## src/rtl/armdb_pkg.sv

```systemverilog
package armdb_pkg;

   localparam int SUM_W       = 51;
   localparam int LEVEL_W     = 18;
   localparam int WIN_W       = 16;
   localparam int OFFSET_W    = 17;
   localparam int CSR_IDX_W   = 2;
   localparam int CSR_DATA_W  = 18;
   localparam int DB_OUT_W    = 16;
   localparam int ROUND_W     = 8;
   localparam int ROOT_W      = 26;
   localparam int FRAC_W      = 24;
   localparam int LOG_Y_W     = 31;
   localparam int EXP_W       = 5;
   localparam int LOG_W       = EXP_W + FRAC_W;
   localparam int DB_COEF_W   = 27;
   localparam int DB_PROD_W   = LOG_W + DB_COEF_W;
   localparam int STEP_CNT_W  = 6;

   localparam int DIV_STEPS   = SUM_W;
   localparam int SQRT_STEPS  = ROOT_W;
   localparam int LOG_STEPS   = FRAC_W;

   localparam logic [LEVEL_W-1:0]   FULL_SCALE   = 18'd131072;
   localparam logic [SUM_W-1:0]     SUM_MAX      = {SUM_W{1'b1}};
   // 20*log10(2) in Q24
   localparam logic [DB_COEF_W-1:0] DB_PER_LOG2  = 27'd101008905;
   localparam int                   DB_MAX_WHOLE = 130;
   localparam int                   LOG_E_MAX    = 17;

   localparam logic [CSR_IDX_W-1:0] CSR_WINDOW_MS = 2'd0;
   localparam logic [CSR_IDX_W-1:0] CSR_MIN_RMS   = 2'd1;
   localparam logic [CSR_IDX_W-1:0] CSR_DB_OFFSET = 2'd2;
   localparam logic [CSR_IDX_W-1:0] CSR_LINK_OK   = 2'd3;

   localparam logic OPC_SAMPLE = 1'b0;
   localparam logic OPC_TICK   = 1'b1;

   typedef struct packed {
      logic               opcode;
      logic signed [31:0] raw_word;
   } req_word_type;

   typedef struct packed {
      logic                reading_ok;
      logic [LEVEL_W-1:0]  rms_level;
      logic [LEVEL_W-1:0]  peak_level;
      logic [DB_OUT_W-1:0] level_db_q8;
      logic [ROUND_W-1:0]  level_db_round;
   } rsp_word_type;

   typedef enum logic [3:0] {
      OP_NOP,
      OP_SAMPLE_LOAD,
      OP_SQUARE,
      OP_ACCUM,
      OP_TICK,
      OP_DIV_INIT,
      OP_DIV_STEP,
      OP_SQRT_INIT,
      OP_SQRT_STEP,
      OP_RMS,
      OP_LOG_INIT,
      OP_LOG_STEP,
      OP_DB_MUL,
      OP_DB_FIN,
      OP_PUBLISH
   } op_type;

   typedef struct packed {
      op_type op;
   } cmd_type;

   typedef struct packed {
      logic count_full;
      logic tick_close;
      logic db_skip;
   } status_type;

endpackage

```

## src/rtl/armdb_ctrl.sv

```systemverilog
module armdb_ctrl (
   input  logic                 clock,
   input  logic                 reset,
   input  logic                 req_valid,
   input  logic                 req_opcode,
   output logic                 req_stall,
   output logic                 rsp_valid,
   input  logic                 rsp_stall,
   input  armdb_pkg::status_type status,
   output armdb_pkg::cmd_type   cmd
);
   import armdb_pkg::*;

   typedef enum logic [3:0] {
      ST_IDLE,
      ST_SQUARE,
      ST_ACCUM,
      ST_DIV_INIT,
      ST_DIV,
      ST_SQRT_INIT,
      ST_SQRT,
      ST_RMS,
      ST_LOG_INIT,
      ST_LOG,
      ST_DB_MUL,
      ST_DB_FIN,
      ST_PUBLISH
   } state_type;

   state_type             state_ff, state_in;
   logic [STEP_CNT_W-1:0] step_ff, step_in;
   logic                  rsp_valid_ff, rsp_valid_in;
   logic                  accept;
   logic                  out_free;

   assign req_stall = (state_ff != ST_IDLE);
   assign accept    = req_valid && (state_ff == ST_IDLE);
   assign out_free  = !rsp_valid_ff || !rsp_stall;
   assign rsp_valid = rsp_valid_ff;

   always_comb begin
      state_in     = state_ff;
      step_in      = step_ff;
      cmd.op       = OP_NOP;
      rsp_valid_in = rsp_valid_ff && rsp_stall;
      case (state_ff)
         ST_IDLE: begin
            if (accept) begin
               if (req_opcode == OPC_TICK) begin
                  cmd.op = OP_TICK;
                  if (status.tick_close) state_in = ST_DIV_INIT;
               end else if (!status.count_full) begin
                  cmd.op   = OP_SAMPLE_LOAD;
                  state_in = ST_SQUARE;
               end
            end
         end
         ST_SQUARE: begin
            cmd.op   = OP_SQUARE;
            state_in = ST_ACCUM;
         end
         ST_ACCUM: begin
            cmd.op   = OP_ACCUM;
            state_in = ST_IDLE;
         end
         ST_DIV_INIT: begin
            cmd.op   = OP_DIV_INIT;
            step_in  = '0;
            state_in = ST_DIV;
         end
         ST_DIV: begin
            cmd.op  = OP_DIV_STEP;
            step_in = step_ff + 1'b1;
            if (step_ff == STEP_CNT_W'(DIV_STEPS - 1)) state_in = ST_SQRT_INIT;
         end
         ST_SQRT_INIT: begin
            cmd.op   = OP_SQRT_INIT;
            step_in  = '0;
            state_in = ST_SQRT;
         end
         ST_SQRT: begin
            cmd.op  = OP_SQRT_STEP;
            step_in = step_ff + 1'b1;
            if (step_ff == STEP_CNT_W'(SQRT_STEPS - 1)) state_in = ST_RMS;
         end
         ST_RMS: begin
            cmd.op   = OP_RMS;
            state_in = ST_LOG_INIT;
         end
         ST_LOG_INIT: begin
            // rms now registered: skip the log when no dB is due
            cmd.op   = status.db_skip ? OP_NOP : OP_LOG_INIT;
            step_in  = '0;
            state_in = status.db_skip ? ST_DB_FIN : ST_LOG;
         end
         ST_LOG: begin
            cmd.op  = OP_LOG_STEP;
            step_in = step_ff + 1'b1;
            if (step_ff == STEP_CNT_W'(LOG_STEPS - 1)) state_in = ST_DB_MUL;
         end
         ST_DB_MUL: begin
            cmd.op   = OP_DB_MUL;
            state_in = ST_DB_FIN;
         end
         ST_DB_FIN: begin
            cmd.op   = OP_DB_FIN;
            state_in = ST_PUBLISH;
         end
         ST_PUBLISH: begin
            if (out_free) begin
               cmd.op       = OP_PUBLISH;
               rsp_valid_in = 1'b1;
               state_in     = ST_IDLE;
            end
         end
         default: begin
            state_in = ST_IDLE;
         end
      endcase
   end

   always_ff @(posedge clock) begin
      if (reset) begin
         state_ff     <= ST_IDLE;
         step_ff      <= '0;
         rsp_valid_ff <= 1'b0;
      end else begin
         state_ff     <= state_in;
         step_ff      <= step_in;
         rsp_valid_ff <= rsp_valid_in;
      end
   end

endmodule

```

## src/rtl/armdb_dp.sv

```systemverilog
module armdb_dp #(
   parameter int COUNT_BITS   = 16,
   parameter int SAMPLE_SHIFT = 14,
   parameter int DB_FRAC_BITS = 8
) (
   input  logic                                    clock,
   input  logic                                    reset,
   input  armdb_pkg::cmd_type                      cmd,
   output armdb_pkg::status_type                   status,
   input  logic signed [31:0]                      req_raw_word,
   input  logic                                    csr_we,
   input  logic [armdb_pkg::CSR_IDX_W-1:0]         csr_index,
   input  logic [armdb_pkg::CSR_DATA_W-1:0]        csr_wdata,
   output armdb_pkg::rsp_word_type                 rsp_data
);
   import armdb_pkg::*;

   localparam int MAG_W    = 33 - SAMPLE_SHIFT;
   localparam int SQ_W     = 2 * MAG_W;
   localparam int ADD_W    = ((SQ_W > SUM_W) ? SQ_W : SUM_W) + 1;
   localparam int DB_W     = DB_FRAC_BITS + 8;
   localparam int DB_SHIFT = 48 - DB_FRAC_BITS;
   localparam int CALC_W   = 60;
   localparam logic [CALC_W-1:0] DB_BIAS =
      (CALC_W'(LOG_E_MAX) * CALC_W'(DB_PER_LOG2)) << FRAC_W;
   localparam logic [CALC_W-1:0] DB_HALF = CALC_W'(1) << (DB_SHIFT - 1);
   localparam logic [DB_W-1:0]   DB_MAX  = DB_W'(DB_MAX_WHOLE) << DB_FRAC_BITS;

   // configuration
   logic [WIN_W-1:0]           window_ms_ff;
   logic [LEVEL_W-1:0]         min_rms_ff;
   logic signed [OFFSET_W-1:0] db_offset_ff;
   logic                       link_ok_ff;

   // window state
   logic [SUM_W-1:0]      sum_ff;
   logic [LEVEL_W-1:0]    peak_ff;
   logic [COUNT_BITS-1:0] count_ff;
   logic [WIN_W-1:0]      tick_ff;
   logic [WIN_W-1:0]      tick_next;

   // sample path
   logic [MAG_W-1:0] mag_ff;
   logic [SQ_W-1:0]  sq_ff;
   logic [32:0]      neg_mag;
   logic [32:0]      mag_full;
   logic [ADD_W-1:0] sum_add;
   logic [LEVEL_W-1:0] mag_clamp;

   // divider
   logic [SUM_W-1:0]      quo_ff;
   logic [COUNT_BITS-1:0] rem_ff;
   logic [COUNT_BITS:0]   div_trial;

   // square root
   logic [SUM_W:0]    sop_ff;
   logic [ROOT_W-1:0] root_ff;
   logic [ROOT_W+1:0] srem_ff;
   logic [ROOT_W+1:0] srem_trial;
   logic [ROOT_W+1:0] root_trial;
   logic [LEVEL_W-1:0] rms_ff;

   // log and dB
   logic [EXP_W-1:0]       exp_ff;
   logic [EXP_W-1:0]       exp_lead;
   logic [LOG_Y_W-1:0]     y_ff;
   logic [FRAC_W-1:0]      frac_ff;
   logic [2*LOG_Y_W-1:0]   y_sq;
   logic [LOG_Y_W:0]       y_top;
   logic [DB_PROD_W-1:0]   prod_ff;
   logic signed [CALC_W-1:0] db_val;
   logic signed [CALC_W-1:0] db_sum;
   logic [DB_W-1:0]        db_ff;
   logic [DB_W:0]          db_round;

   rsp_word_type out_ff;

   // magnitude of the shifted word, negative side rounds toward larger magnitude
   always_comb begin
      neg_mag  = 33'h1_0000_0000 - {1'b0, req_raw_word};
      if (req_raw_word[31]) begin
         mag_full = (neg_mag + 33'((64'd1 << SAMPLE_SHIFT) - 64'd1)) >> SAMPLE_SHIFT;
      end else begin
         mag_full = {1'b0, req_raw_word} >> SAMPLE_SHIFT;
      end
   end

   assign sum_add   = ADD_W'(sum_ff) + ADD_W'(sq_ff);
   assign mag_clamp = (33'(mag_ff) > 33'(FULL_SCALE)) ? FULL_SCALE : LEVEL_W'(mag_ff);
   assign tick_next = tick_ff + 1'b1;

   assign div_trial  = {rem_ff, quo_ff[SUM_W-1]};
   assign srem_trial = {srem_ff[ROOT_W-1:0], sop_ff[SUM_W:SUM_W-1]};
   assign root_trial = {root_ff, 2'b01};

   always_comb begin
      exp_lead = '0;
      for (int i = 1; i <= LOG_E_MAX; i++) begin
         if (rms_ff[i]) exp_lead = EXP_W'(i);
      end
   end

   assign y_sq  = (2*LOG_Y_W)'(y_ff) * (2*LOG_Y_W)'(y_ff);
   assign y_top = y_sq[2*LOG_Y_W-1:LOG_Y_W-1];

   always_comb begin
      db_val = $signed({{(CALC_W-DB_PROD_W){1'b0}}, prod_ff}) - $signed(DB_BIAS)
               + $signed(DB_HALF);
      db_sum = (db_val >>> DB_SHIFT) + CALC_W'(db_offset_ff);
   end

   assign db_round = ({1'b0, db_ff} + (DB_W+1)'(1 << (DB_FRAC_BITS - 1))) >> DB_FRAC_BITS;

   assign status.count_full = &count_ff;
   assign status.tick_close = (tick_next >= window_ms_ff);
   assign status.db_skip    = !((rms_ff >= min_rms_ff) && (rms_ff != '0));

   always_ff @(posedge clock) begin
      if (reset) begin
         window_ms_ff <= 16'd1000;
         min_rms_ff   <= 18'd1;
         db_offset_ff <= 17'sd30720;
         link_ok_ff   <= 1'b1;
      end else if (csr_we) begin
         case (csr_index)
            CSR_WINDOW_MS: window_ms_ff <= csr_wdata[WIN_W-1:0];
            CSR_MIN_RMS:   min_rms_ff   <= csr_wdata[LEVEL_W-1:0];
            CSR_DB_OFFSET: db_offset_ff <= $signed(csr_wdata[OFFSET_W-1:0]);
            CSR_LINK_OK:   link_ok_ff   <= csr_wdata[0];
            default: ;
         endcase
      end
   end

   always_ff @(posedge clock) begin
      if (reset) begin
         sum_ff   <= '0;
         peak_ff  <= '0;
         count_ff <= '0;
         tick_ff  <= '0;
      end else begin
         case (cmd.op)
            OP_ACCUM: begin
               sum_ff   <= (sum_add > ADD_W'(SUM_MAX)) ? SUM_MAX : sum_add[SUM_W-1:0];
               if (mag_clamp > peak_ff) peak_ff <= mag_clamp;
               count_ff <= count_ff + 1'b1;
            end
            OP_TICK: begin
               tick_ff <= status.tick_close ? '0 : tick_next;
            end
            OP_PUBLISH: begin
               sum_ff   <= '0;
               peak_ff  <= '0;
               count_ff <= '0;
            end
            default: ;
         endcase
      end
   end

   always_ff @(posedge clock) begin
      case (cmd.op)
         OP_SAMPLE_LOAD: mag_ff <= mag_full[MAG_W-1:0];
         OP_SQUARE:      sq_ff  <= SQ_W'(mag_ff) * SQ_W'(mag_ff);
         OP_DIV_INIT: begin
            quo_ff <= sum_ff;
            rem_ff <= '0;
         end
         OP_DIV_STEP: begin
            if (div_trial >= {1'b0, count_ff}) begin
               rem_ff <= COUNT_BITS'(div_trial - {1'b0, count_ff});
               quo_ff <= {quo_ff[SUM_W-2:0], 1'b1};
            end else begin
               rem_ff <= div_trial[COUNT_BITS-1:0];
               quo_ff <= {quo_ff[SUM_W-2:0], 1'b0};
            end
         end
         OP_SQRT_INIT: begin
            sop_ff  <= {1'b0, quo_ff};
            root_ff <= '0;
            srem_ff <= '0;
         end
         OP_SQRT_STEP: begin
            sop_ff <= {sop_ff[SUM_W-2:0], 2'b00};
            if (srem_trial >= root_trial) begin
               srem_ff <= srem_trial - root_trial;
               root_ff <= {root_ff[ROOT_W-2:0], 1'b1};
            end else begin
               srem_ff <= srem_trial;
               root_ff <= {root_ff[ROOT_W-2:0], 1'b0};
            end
         end
         OP_RMS: begin
            if (count_ff == '0) begin
               rms_ff <= '0;
            end else if (root_ff > ROOT_W'(FULL_SCALE)) begin
               rms_ff <= FULL_SCALE;
            end else begin
               rms_ff <= root_ff[LEVEL_W-1:0];
            end
         end
         OP_LOG_INIT: begin
            exp_ff  <= exp_lead;
            y_ff    <= LOG_Y_W'({{(LOG_Y_W-LEVEL_W){1'b0}}, rms_ff} << (5'd30 - exp_lead));
            frac_ff <= '0;
         end
         OP_LOG_STEP: begin
            // y stays in [1,2) as Q30; a square at or past 2 yields a one bit
            if (y_top[LOG_Y_W]) begin
               y_ff    <= y_top[LOG_Y_W:1];
               frac_ff <= {frac_ff[FRAC_W-2:0], 1'b1};
            end else begin
               y_ff    <= y_top[LOG_Y_W-1:0];
               frac_ff <= {frac_ff[FRAC_W-2:0], 1'b0};
            end
         end
         OP_DB_MUL: prod_ff <= DB_PROD_W'({exp_ff, frac_ff}) * DB_PROD_W'(DB_PER_LOG2);
         OP_DB_FIN: begin
            if (status.db_skip || db_sum < 0) begin
               db_ff <= '0;
            end else if (db_sum > $signed(CALC_W'(DB_MAX))) begin
               db_ff <= DB_MAX;
            end else begin
               db_ff <= db_sum[DB_W-1:0];
            end
         end
         OP_PUBLISH: begin
            out_ff.reading_ok     <= link_ok_ff && (count_ff != '0);
            out_ff.rms_level      <= rms_ff;
            out_ff.peak_level     <= peak_ff;
            out_ff.level_db_q8    <= DB_OUT_W'(db_ff);
            out_ff.level_db_round <= db_round[ROUND_W-1:0];
         end
         default: ;
      endcase
   end

   assign rsp_data = out_ff;

endmodule

```

## src/rtl/audio_rms_peak_db_meter.sv

```systemverilog
// Sound level meter. Sample words (opcode 0) are scaled to a Q1.17 magnitude
// whose square goes into a saturating window sum, while the window peak and
// sample count are kept; once the count is full, further samples are dropped.
// Millisecond ticks (opcode 1) advance the window counter; the tick that
// reaches window_ms yields one result word with rms, peak and the dB level in
// Q8 and whole dB, then clears the window. A sample is loaded, squared and
// accumulated (once the count is full it is only taken). A closing tick's
// word is formed by a 51-step restoring divider for the mean square, a
// 26-step square root, and, unless no dB is due, 24 square-and-compare steps
// of the log2 unit on one 31x31 multiplier. A waiting result word does not
// block samples or ticks; only the next closing tick waits for it to be
// taken.
module audio_rms_peak_db_meter #(
   parameter int COUNT_BITS   = 16,
   parameter int SAMPLE_SHIFT = 14,
   parameter int DB_FRAC_BITS = 8
) (
   input  logic                              clock,
   input  logic                              reset,
   input  logic                              req_valid,
   output logic                              req_stall,
   input  armdb_pkg::req_word_type           req_data,
   output logic                              rsp_valid,
   input  logic                              rsp_stall,
   output armdb_pkg::rsp_word_type           rsp_data,
   input  logic                              csr_we,
   input  logic [armdb_pkg::CSR_IDX_W-1:0]   csr_index,
   input  logic [armdb_pkg::CSR_DATA_W-1:0]  csr_wdata
);
   import armdb_pkg::*;

   cmd_type    cmd;
   status_type status;

   armdb_ctrl u_ctrl (
      .clock      (clock),
      .reset      (reset),
      .req_valid  (req_valid),
      .req_opcode (req_data.opcode),
      .req_stall  (req_stall),
      .rsp_valid  (rsp_valid),
      .rsp_stall  (rsp_stall),
      .status     (status),
      .cmd        (cmd)
   );

   armdb_dp #(
      .COUNT_BITS   (COUNT_BITS),
      .SAMPLE_SHIFT (SAMPLE_SHIFT),
      .DB_FRAC_BITS (DB_FRAC_BITS)
   ) u_dp (
      .clock        (clock),
      .reset        (reset),
      .cmd          (cmd),
      .status       (status),
      .req_raw_word (req_data.raw_word),
      .csr_we       (csr_we),
      .csr_index    (csr_index),
      .csr_wdata    (csr_wdata),
      .rsp_data     (rsp_data)
   );

   // a new word never overwrites one still waiting
   a_no_overwrite: assert property (@(posedge clock) disable iff (reset)
      (cmd.op == OP_PUBLISH) |-> (!rsp_valid || !rsp_stall))
      else $error("result word overwritten while stalled");

   a_publish_valid: assert property (@(posedge clock) disable iff (reset)
      (cmd.op == OP_PUBLISH) |=> rsp_valid)
      else $error("published word not offered");

   a_peak_range: assert property (@(posedge clock) disable iff (reset)
      rsp_valid |-> (rsp_data.peak_level <= FULL_SCALE &&
                     rsp_data.rms_level <= FULL_SCALE))
      else $error("level above full scale");

   a_busy_no_accept: assert property (@(posedge clock) disable iff (reset)
      (cmd.op == OP_DIV_STEP || cmd.op == OP_LOG_STEP) |-> req_stall)
      else $error("input taken during window close");

endmodule

```

## config.mk

```make
export PLATFORM = sky130hd
export DESIGN_NAME = audio_rms_peak_db_meter
export DESIGN_NICKNAME = d
export VERILOG_FILES = /design/src/rtl/armdb_pkg.sv /design/src/rtl/armdb_ctrl.sv /design/src/rtl/armdb_dp.sv /design/src/rtl/audio_rms_peak_db_meter.sv
export SDC_FILE = /design/constraint.sdc
export NUM_CORES = 2
export LEC_CHECK = 0
export BUFFER_PORTS_ARGS = -buffer_cell sky130_fd_sc_hd__buf_2
export CORE_MARGIN = 2
export CORE_UTILIZATION = 44
export DETAILED_ROUTE_END_ITERATION = 8
export PLACE_DENSITY = 0.55
export SLEW_MARGIN = 20
export SYNTH_ARGS = -nofsm -noshare
export SYNTH_HDL_FRONTEND = slang
export SYNTH_HIERARCHICAL = 1
export SYNTH_SLANG_ARGS = --single-unit
```

## constraint.sdc

```tcl
create_clock -name clock -period 13.5 [get_ports clock]
set_clock_uncertainty 0.1 [all_clocks]
set_input_delay 1.35 -clock clock [delete_from_list [all_inputs] [get_ports clock]]
set_output_delay 1.35 -clock clock [all_outputs]
set_load 0.01 [all_outputs]
```

Word level (Yosys, flattened, before mapping)
Index checks and enable logic that the tools add are counted.
Widths: inputs -> output; s select.
{"block": "op_classes", "reduce_logical": 31, "n_eq_ne": 40, "shift": 1, "mux": 59, "bitwise_logic": 0, "div_mod_pow": 0, "add_sub_neg": 13, "n_lt_le_gt_ge": 10, "n_mul": 3}
{"cell": "$pmux 51 s2", "count": 2}
{"cell": "$pmux 26 s2", "count": 2}
{"cell": "$pmux 52 s2", "count": 1}
{"cell": "$mux 5", "count": 16}
{"cell": "$pmux 16 s2", "count": 2}
{"cell": "$mul 31x31->62", "count": 1}
{"cell": "$pmux 31 s2", "count": 1}
{"cell": "$gt 60x17->1 const B", "count": 1}
{"cell": "$lt 60x1->1 const B", "count": 1}
{"cell": "$add 57x41->58 const B", "count": 1}
{"cell": "$sub 56x55->57 const B", "count": 1}
{"cell": "$mul 29x27->56 const B", "count": 1}
{"cell": "$mux 18", "count": 3}
{"cell": "$add 51x38->52", "count": 1}
{"cell": "$gt 52x51->1 const B", "count": 1}
{"cell": "$pmux 4 s13", "count": 1}
{"cell": "$mux 51", "count": 1}
{"cell": "$eq 4x4->1 const B", "count": 12}
{"cell": "$mux 16", "count": 3}
{"cell": "$mux 4", "count": 12}
{"cell": "$pmux 24 s2", "count": 1}
{"cell": "$pmux 4 s12", "count": 1}
{"cell": "$mul 19x19->38", "count": 1}
{"cell": "$pmux 18 s2", "count": 1}
{"cell": "other kinds (48)", "count": 89}
{"block": "totals", "n_memories": 0, "reg_bits": 603, "latch_bits": 0, "rom_bits": 0, "in_bits": 58, "ramBits": 0}

Logic depth before layout (Yosys ltp)
{"block": "depth", "depth_word": 20, "ltp_mapped": 35, "mapped_depth_nobuf": 32}

Modules after synthesis
The synthesis kept the hierarchy.
{"mod": "armdb_dp", "area_each_um2": 75575.0, "seq_area_each_um2": 15494.9, "n_inst": 1, "cells_each": 7888}
{"mod": "armdb_ctrl", "area_each_um2": 944.7, "seq_area_each_um2": 220.2, "n_inst": 1, "cells_each": 132}

Least setup slack after synthesis
No wires, ideal clock.
{"block": "synth_timing", "path_kind": "register to register", "startpoint": "reg u_dp.rms_ff[0]", "endpoint": "reg u_dp.root_ff[0] (enable)", "t_required_ns": 12.690, "stages_incl_launch_ff": 20, "arrival_ns": 10.333, "setup_time_ns": 0.710, "period_less_slack_ns": 11.143, "path_slack_ns": 2.357, "path_cell_list": "edfxtp_1 > inv_1 > ha_1 > nand2b_1 > a21o_1 > a21o_1 > a21o_1 > a21o_1 > a21oi_1 > o21ai_0 > a21o_1 > a211oi_1 > o31a_1 > a211oi_1 > inv_1 > nand3b_1 > o21ai_0 > o21ai_0 > nand2b_1 > o21ai_0"}
{"element": "start: declaration", "line_no": "armdb_dp.sv:61", "text": "logic [LEVEL_W-1:0] rms_ff;"}
{"element": "start signal: assignment", "line_no": "armdb_dp.sv:199", "text": "rms_ff <= root_ff[LEVEL_W-1:0];"}
{"element": "end signal: assignment", "line_no": "armdb_dp.sv:187", "text": "root_ff <= {root_ff[ROOT_W-2:0], 1'b1};"}
{"element": "end signal: assignment", "line_no": "armdb_dp.sv:190", "text": "root_ff <= {root_ff[ROOT_W-2:0], 1'b0};"}
{"element": "end: declaration", "line_no": "armdb_dp.sv:57", "text": "logic [ROOT_W-1:0] root_ff;"}

Final worst setup path
{"block": "layout_timing", "startpoint": "reg u_dp.y_ff[8]", "endpoint": "reg u_dp.y_ff[25] (data pin)"}
{"block": "layout_via", "elab_chain_len": 3}
{"element": "start: declaration", "line_no": "armdb_dp.sv:66", "text": "logic [LOG_Y_W-1:0] y_ff;"}
{"element": "start signal: assignment", "line_no": "armdb_dp.sv:204", "text": "y_ff <= LOG_Y_W'({{(LOG_Y_W-LEVEL_W){1'b0}}, rms_ff} << (5'd30 - exp_lead));"}
{"element": "start signal: assignment", "line_no": "armdb_dp.sv:210", "text": "y_ff <= y_top[LOG_Y_W:1];"}
{"element": "start signal: assignment", "line_no": "armdb_dp.sv:213", "text": "y_ff <= y_top[LOG_Y_W-1:0];"}
{"element": "$mul 31x31->62", "line_no": "armdb_dp.sv:103", "text": "assign y_sq = (2*LOG_Y_W)'(y_ff) * (2*LOG_Y_W)'(y_ff);"}
{"element": "$mux 31", "line_no": "armdb_dp.sv:209", "text": "if (y_top[LOG_Y_W]) begin"}
{"element": "$pmux 31 s2", "line_no": "armdb_dp.sv:162", "text": "case (cmd.op)"}
Every way passes these cells.
A chain may end at the register's enable or synchronous reset.

==> impl_results.md <==
* Max Fclk at between 90 and 100 MHz
* Worst min path class: reg -> reg
* Full die area at 177000 um2
* Critical Path Slowest Stage Cell: nor2_1
* Synth Cell Area at 76500 um2
* Req. time, crit path at approximately 14 ns
* Vias per cell at 5.11
* Post-synthesis sequential area ratio at 0.205
* Die width at between 400 and 500 um
* Vias in the first global route at 56400
* CTS Buf Count at 70
* Synth Net Count at 10100
* Final hold violation count at 0
* Routed Antenna Nets at 0
* Synth async-reset ratio at 0
* Multi-input logic area at 53200 um2
* RePlAce Congestion at 0.887
* Rows at 153
* Largest net degree at the start of global routing at 104
* Num ports at 121
* Register bit total from synthesis at a little under 600
* Clock latency on the worst-skew pair at 0.71 ns
* Most used cell, CP: fa_1
* # setup viols final at 0
* Initial Utilization at 0.442
* Pre-CTS setup slack at 2.66 ns
* Hold Path Origin: u_dp/db_ff[3]$_SDFFCE_PP0N_
* Fin crit share at 0.804
* Slowest stage delay, CP at 0.85 ns
* Mapped Cells at 8020
* CP Capture Type: flip-flop
* MaxCap Viol Count at 0
* Reg-to-reg startpoint: u_dp/y_ff[8]$_DFFE_PP_
* Detail Placement HPWL at 152000 um
* Final worst setup slack at 2.64 ns
* Fin. max-slew vios at 0
* Post-CTS sizing at 0
* WP buf/inv at 7
* Top cells by area, synth: fa_1, edfxtp_1, ha_1
* Layout Area Growth over Synthesis at 7.46%
* EDFF count, synth at roughly 410
* Predominant post-synthesis flop cell: edfxtp_1
* # fillers at 16500
* Clock period minus worst slack at 10.86 ns
* Height of the die at 421 um
* # port buffers at 106
* Hold-fix buffers, CTS at 0
* # Post-CTS Setup Buffers at 0
* Slew margin rel. at 0.259
* Root Buffer Master: clkbuf_16
* CP arrival at 11.19 ns
* Crit path from: u_dp/y_ff[8]$_DFFE_PP_
* # H-tree levels at 3
* Outcome: completed
* First-pass GRT wire length at 312000 um
* DRT Wirelength at 193000 um
* Crit-path max FO at 40
* Layout net count at 10100
* Placed Cells incl. Taps at around 10000
* GRT Util Overall at 0.223
* CTS tree: done
* Slew at the pin closest to its max-slew limit at 1.11 ns
* Antenna fix cells at 0
* Worst-case clock buffer depth at 3
* TritonRoute pass-1 iters at 7
* CTS Sinks at 578
* Area leader, netlist: fa_1
* RSZ-0062 raised after global routing: false
* 1st-iter DRT viols at ~2700
* TNS Setup at 0 ns
* Total gr overflow at 0
* DRC viols at 0
* Crit path launch type: flip-flop
* DR vias at about 53000
* Crit Path Category: reg -> reg
* Placeable Area at 173000 um2
* YS warnings at 6
* Largest delay share family, worst path: adder cells
* Distinct cells, synth at 97
* Top cell type's share of synthesized area at 0.303
* Wire length per cell at 18.5 um
* Clock transition at path regs at 0.06 ns
* Fraction of layout cells with a size suffix above 1 at 0.0474
* Initial antenna violation count at 2
* Post-route insts no fill at between 10000 and 15000
* Avg Synthesized Cell Area at approximately 9.5 um2
* FF/Latch Area at 15700 um2
* Slack of the worst reg-to-reg path at between 2 and 3 ns
-- area by class of cell --
cell class                      count  share of cell area
Tap cell                         2325              0.0354
Clock buffer                       91              0.0234
Inverter                         1798              0.0821
Multi-Input combinational cell   5395               0.647
Timing Repair Buffer              186              0.0140
Clock inverter                     39             0.00721
Sequential cell                   578               0.191
-- registers in the layout (all words and copies together), names as in the netlist, 17 cells and up --
signal             count
u_dp/db_offset_ff     17
u_dp/frac_ff          24
u_dp/mag_ff           19
u_dp/min_rms_ff       18
u_dp/peak_ff          18
u_dp/prod_ff          32
u_dp/quo_ff           51
u_dp/rms_ff           18
u_dp/root_ff          26
u_dp/rsp_data         61
u_dp/sop_ff           52
u_dp/sq_ff            37
u_dp/srem_ff          26
u_dp/sum_ff           51
u_dp/y_ff             31
-- logic make-up after synthesis --
family,count (synthesis),synth area share
fa+ha+maj,2008,0.442
mux,97,0.0133
xor+xnor,272,0.0311
other cells,1,0.0000490
simple gates,2033,0.124
flops,578,0.205
buf+inv,2047,0.101
compound gates,984,0.0827
-- layout by cell type, fill, tap and decap left out, types with 14 or more instances in the layout --
cell type	netlist	routed
or2_2	21	21
o22ai_1	19	19
nand3_1	68	67
o21a_1	29	29
nand2b_1	40	40
inv_1	1793	1792
a211oi_1	40	40
a31oi_1	19	19
nand4_1	46	46
buf_4	4	79
mux2i_1	87	87
clkbuf_1	229	15
buf_2	7	105
a21boi_0	15	15
fa_1	1160	1160
a311oi_1	25	25
o31ai_1	14	14
or3_1	19	18
edfxtp_1	414	414
dfxtp_1	164	164
a21o_1	137	137
a21oi_1	343	342
clkbuf_16	0	73
nor3_1	87	82
a22o_1	15	15
o211ai_1	17	17
o21bai_1	26	26
xnor2_1	174	174
o21ai_1	13	14
xor2_1	98	98
nand2_1	866	866
and2_1	329	328
nor2b_1	50	50
o21ai_0	155	151
and3_1	34	34
ha_1	848	847
nor2_1	388	384
nor4_1	26	25
-- path summary, 6_finish.rpt --
check                                 to  depth (start not counted)
max              u_dp/y_ff[25]$_DFFE_PP_                         30
min          u_dp/rsp_data[11]$_DFFE_PP_                          0
min reg2reg  u_dp/rsp_data[11]$_DFFE_PP_                          0
max reg2reg      u_dp/y_ff[25]$_DFFE_PP_                         30
-- synthesized netlist by cell type (12+ instances only) --
master    instances
o31ai_1          14
nand3b_1         12
and2_1          329
a21o_1          137
o21ai_0         155
xor2_1           98
inv_1          1793
or3_1            19
o21ai_1          13
and4_1           12
a211oi_1         40
nand2_1         866
a21boi_0         15
a31oi_1          19
xnor2_1         174
a22o_1           15
a211o_1          12
o21a_1           29
mux2i_1          87
nor4_1           26
nor2b_1          50
clkbuf_1        229
nor3_1           87
ha_1            848
a21oi_1         343
edfxtp_1        414
nand4_1          46
or2_2            21
fa_1           1160
and3_1           34
a311oi_1         25
nand2b_1         40
o211ai_1         17
o21bai_1         26
nor2_1          388
nand3_1          68
dfxtp_1         164
o22ai_1          19
a31o_2           12
-- metrics by stage --
stage | instance area, um2 | hold slack [ns] | utilization
after CTS | 82200 | 0.321 | 0.474
final | 82200 | 0.319 | 0.475
after floorplan | 76500 | 0.300 | -
after detailed placement | 79700 | 0.307 | 0.460
after global routing | 82200 | 0.335 | 0.475
after global placement | 79700 | 0.305 | 0.460
-- routing by layer --
layer / vias to the layer above / part of all wire / track usage
met3: 253 / 0.034 / 0.0215
met2: 862 / 0.51 / 0.397
li1: 25400 / - / -
met5: - / 0 / 0
met4: 0 / 0.030 / 0.0662
met1: 26700 / 0.43 / 0.286
Power is left out: the tool's default activity adds up to more than one toggle a clock period on the data nets, which glitch-free logic cannot reach.
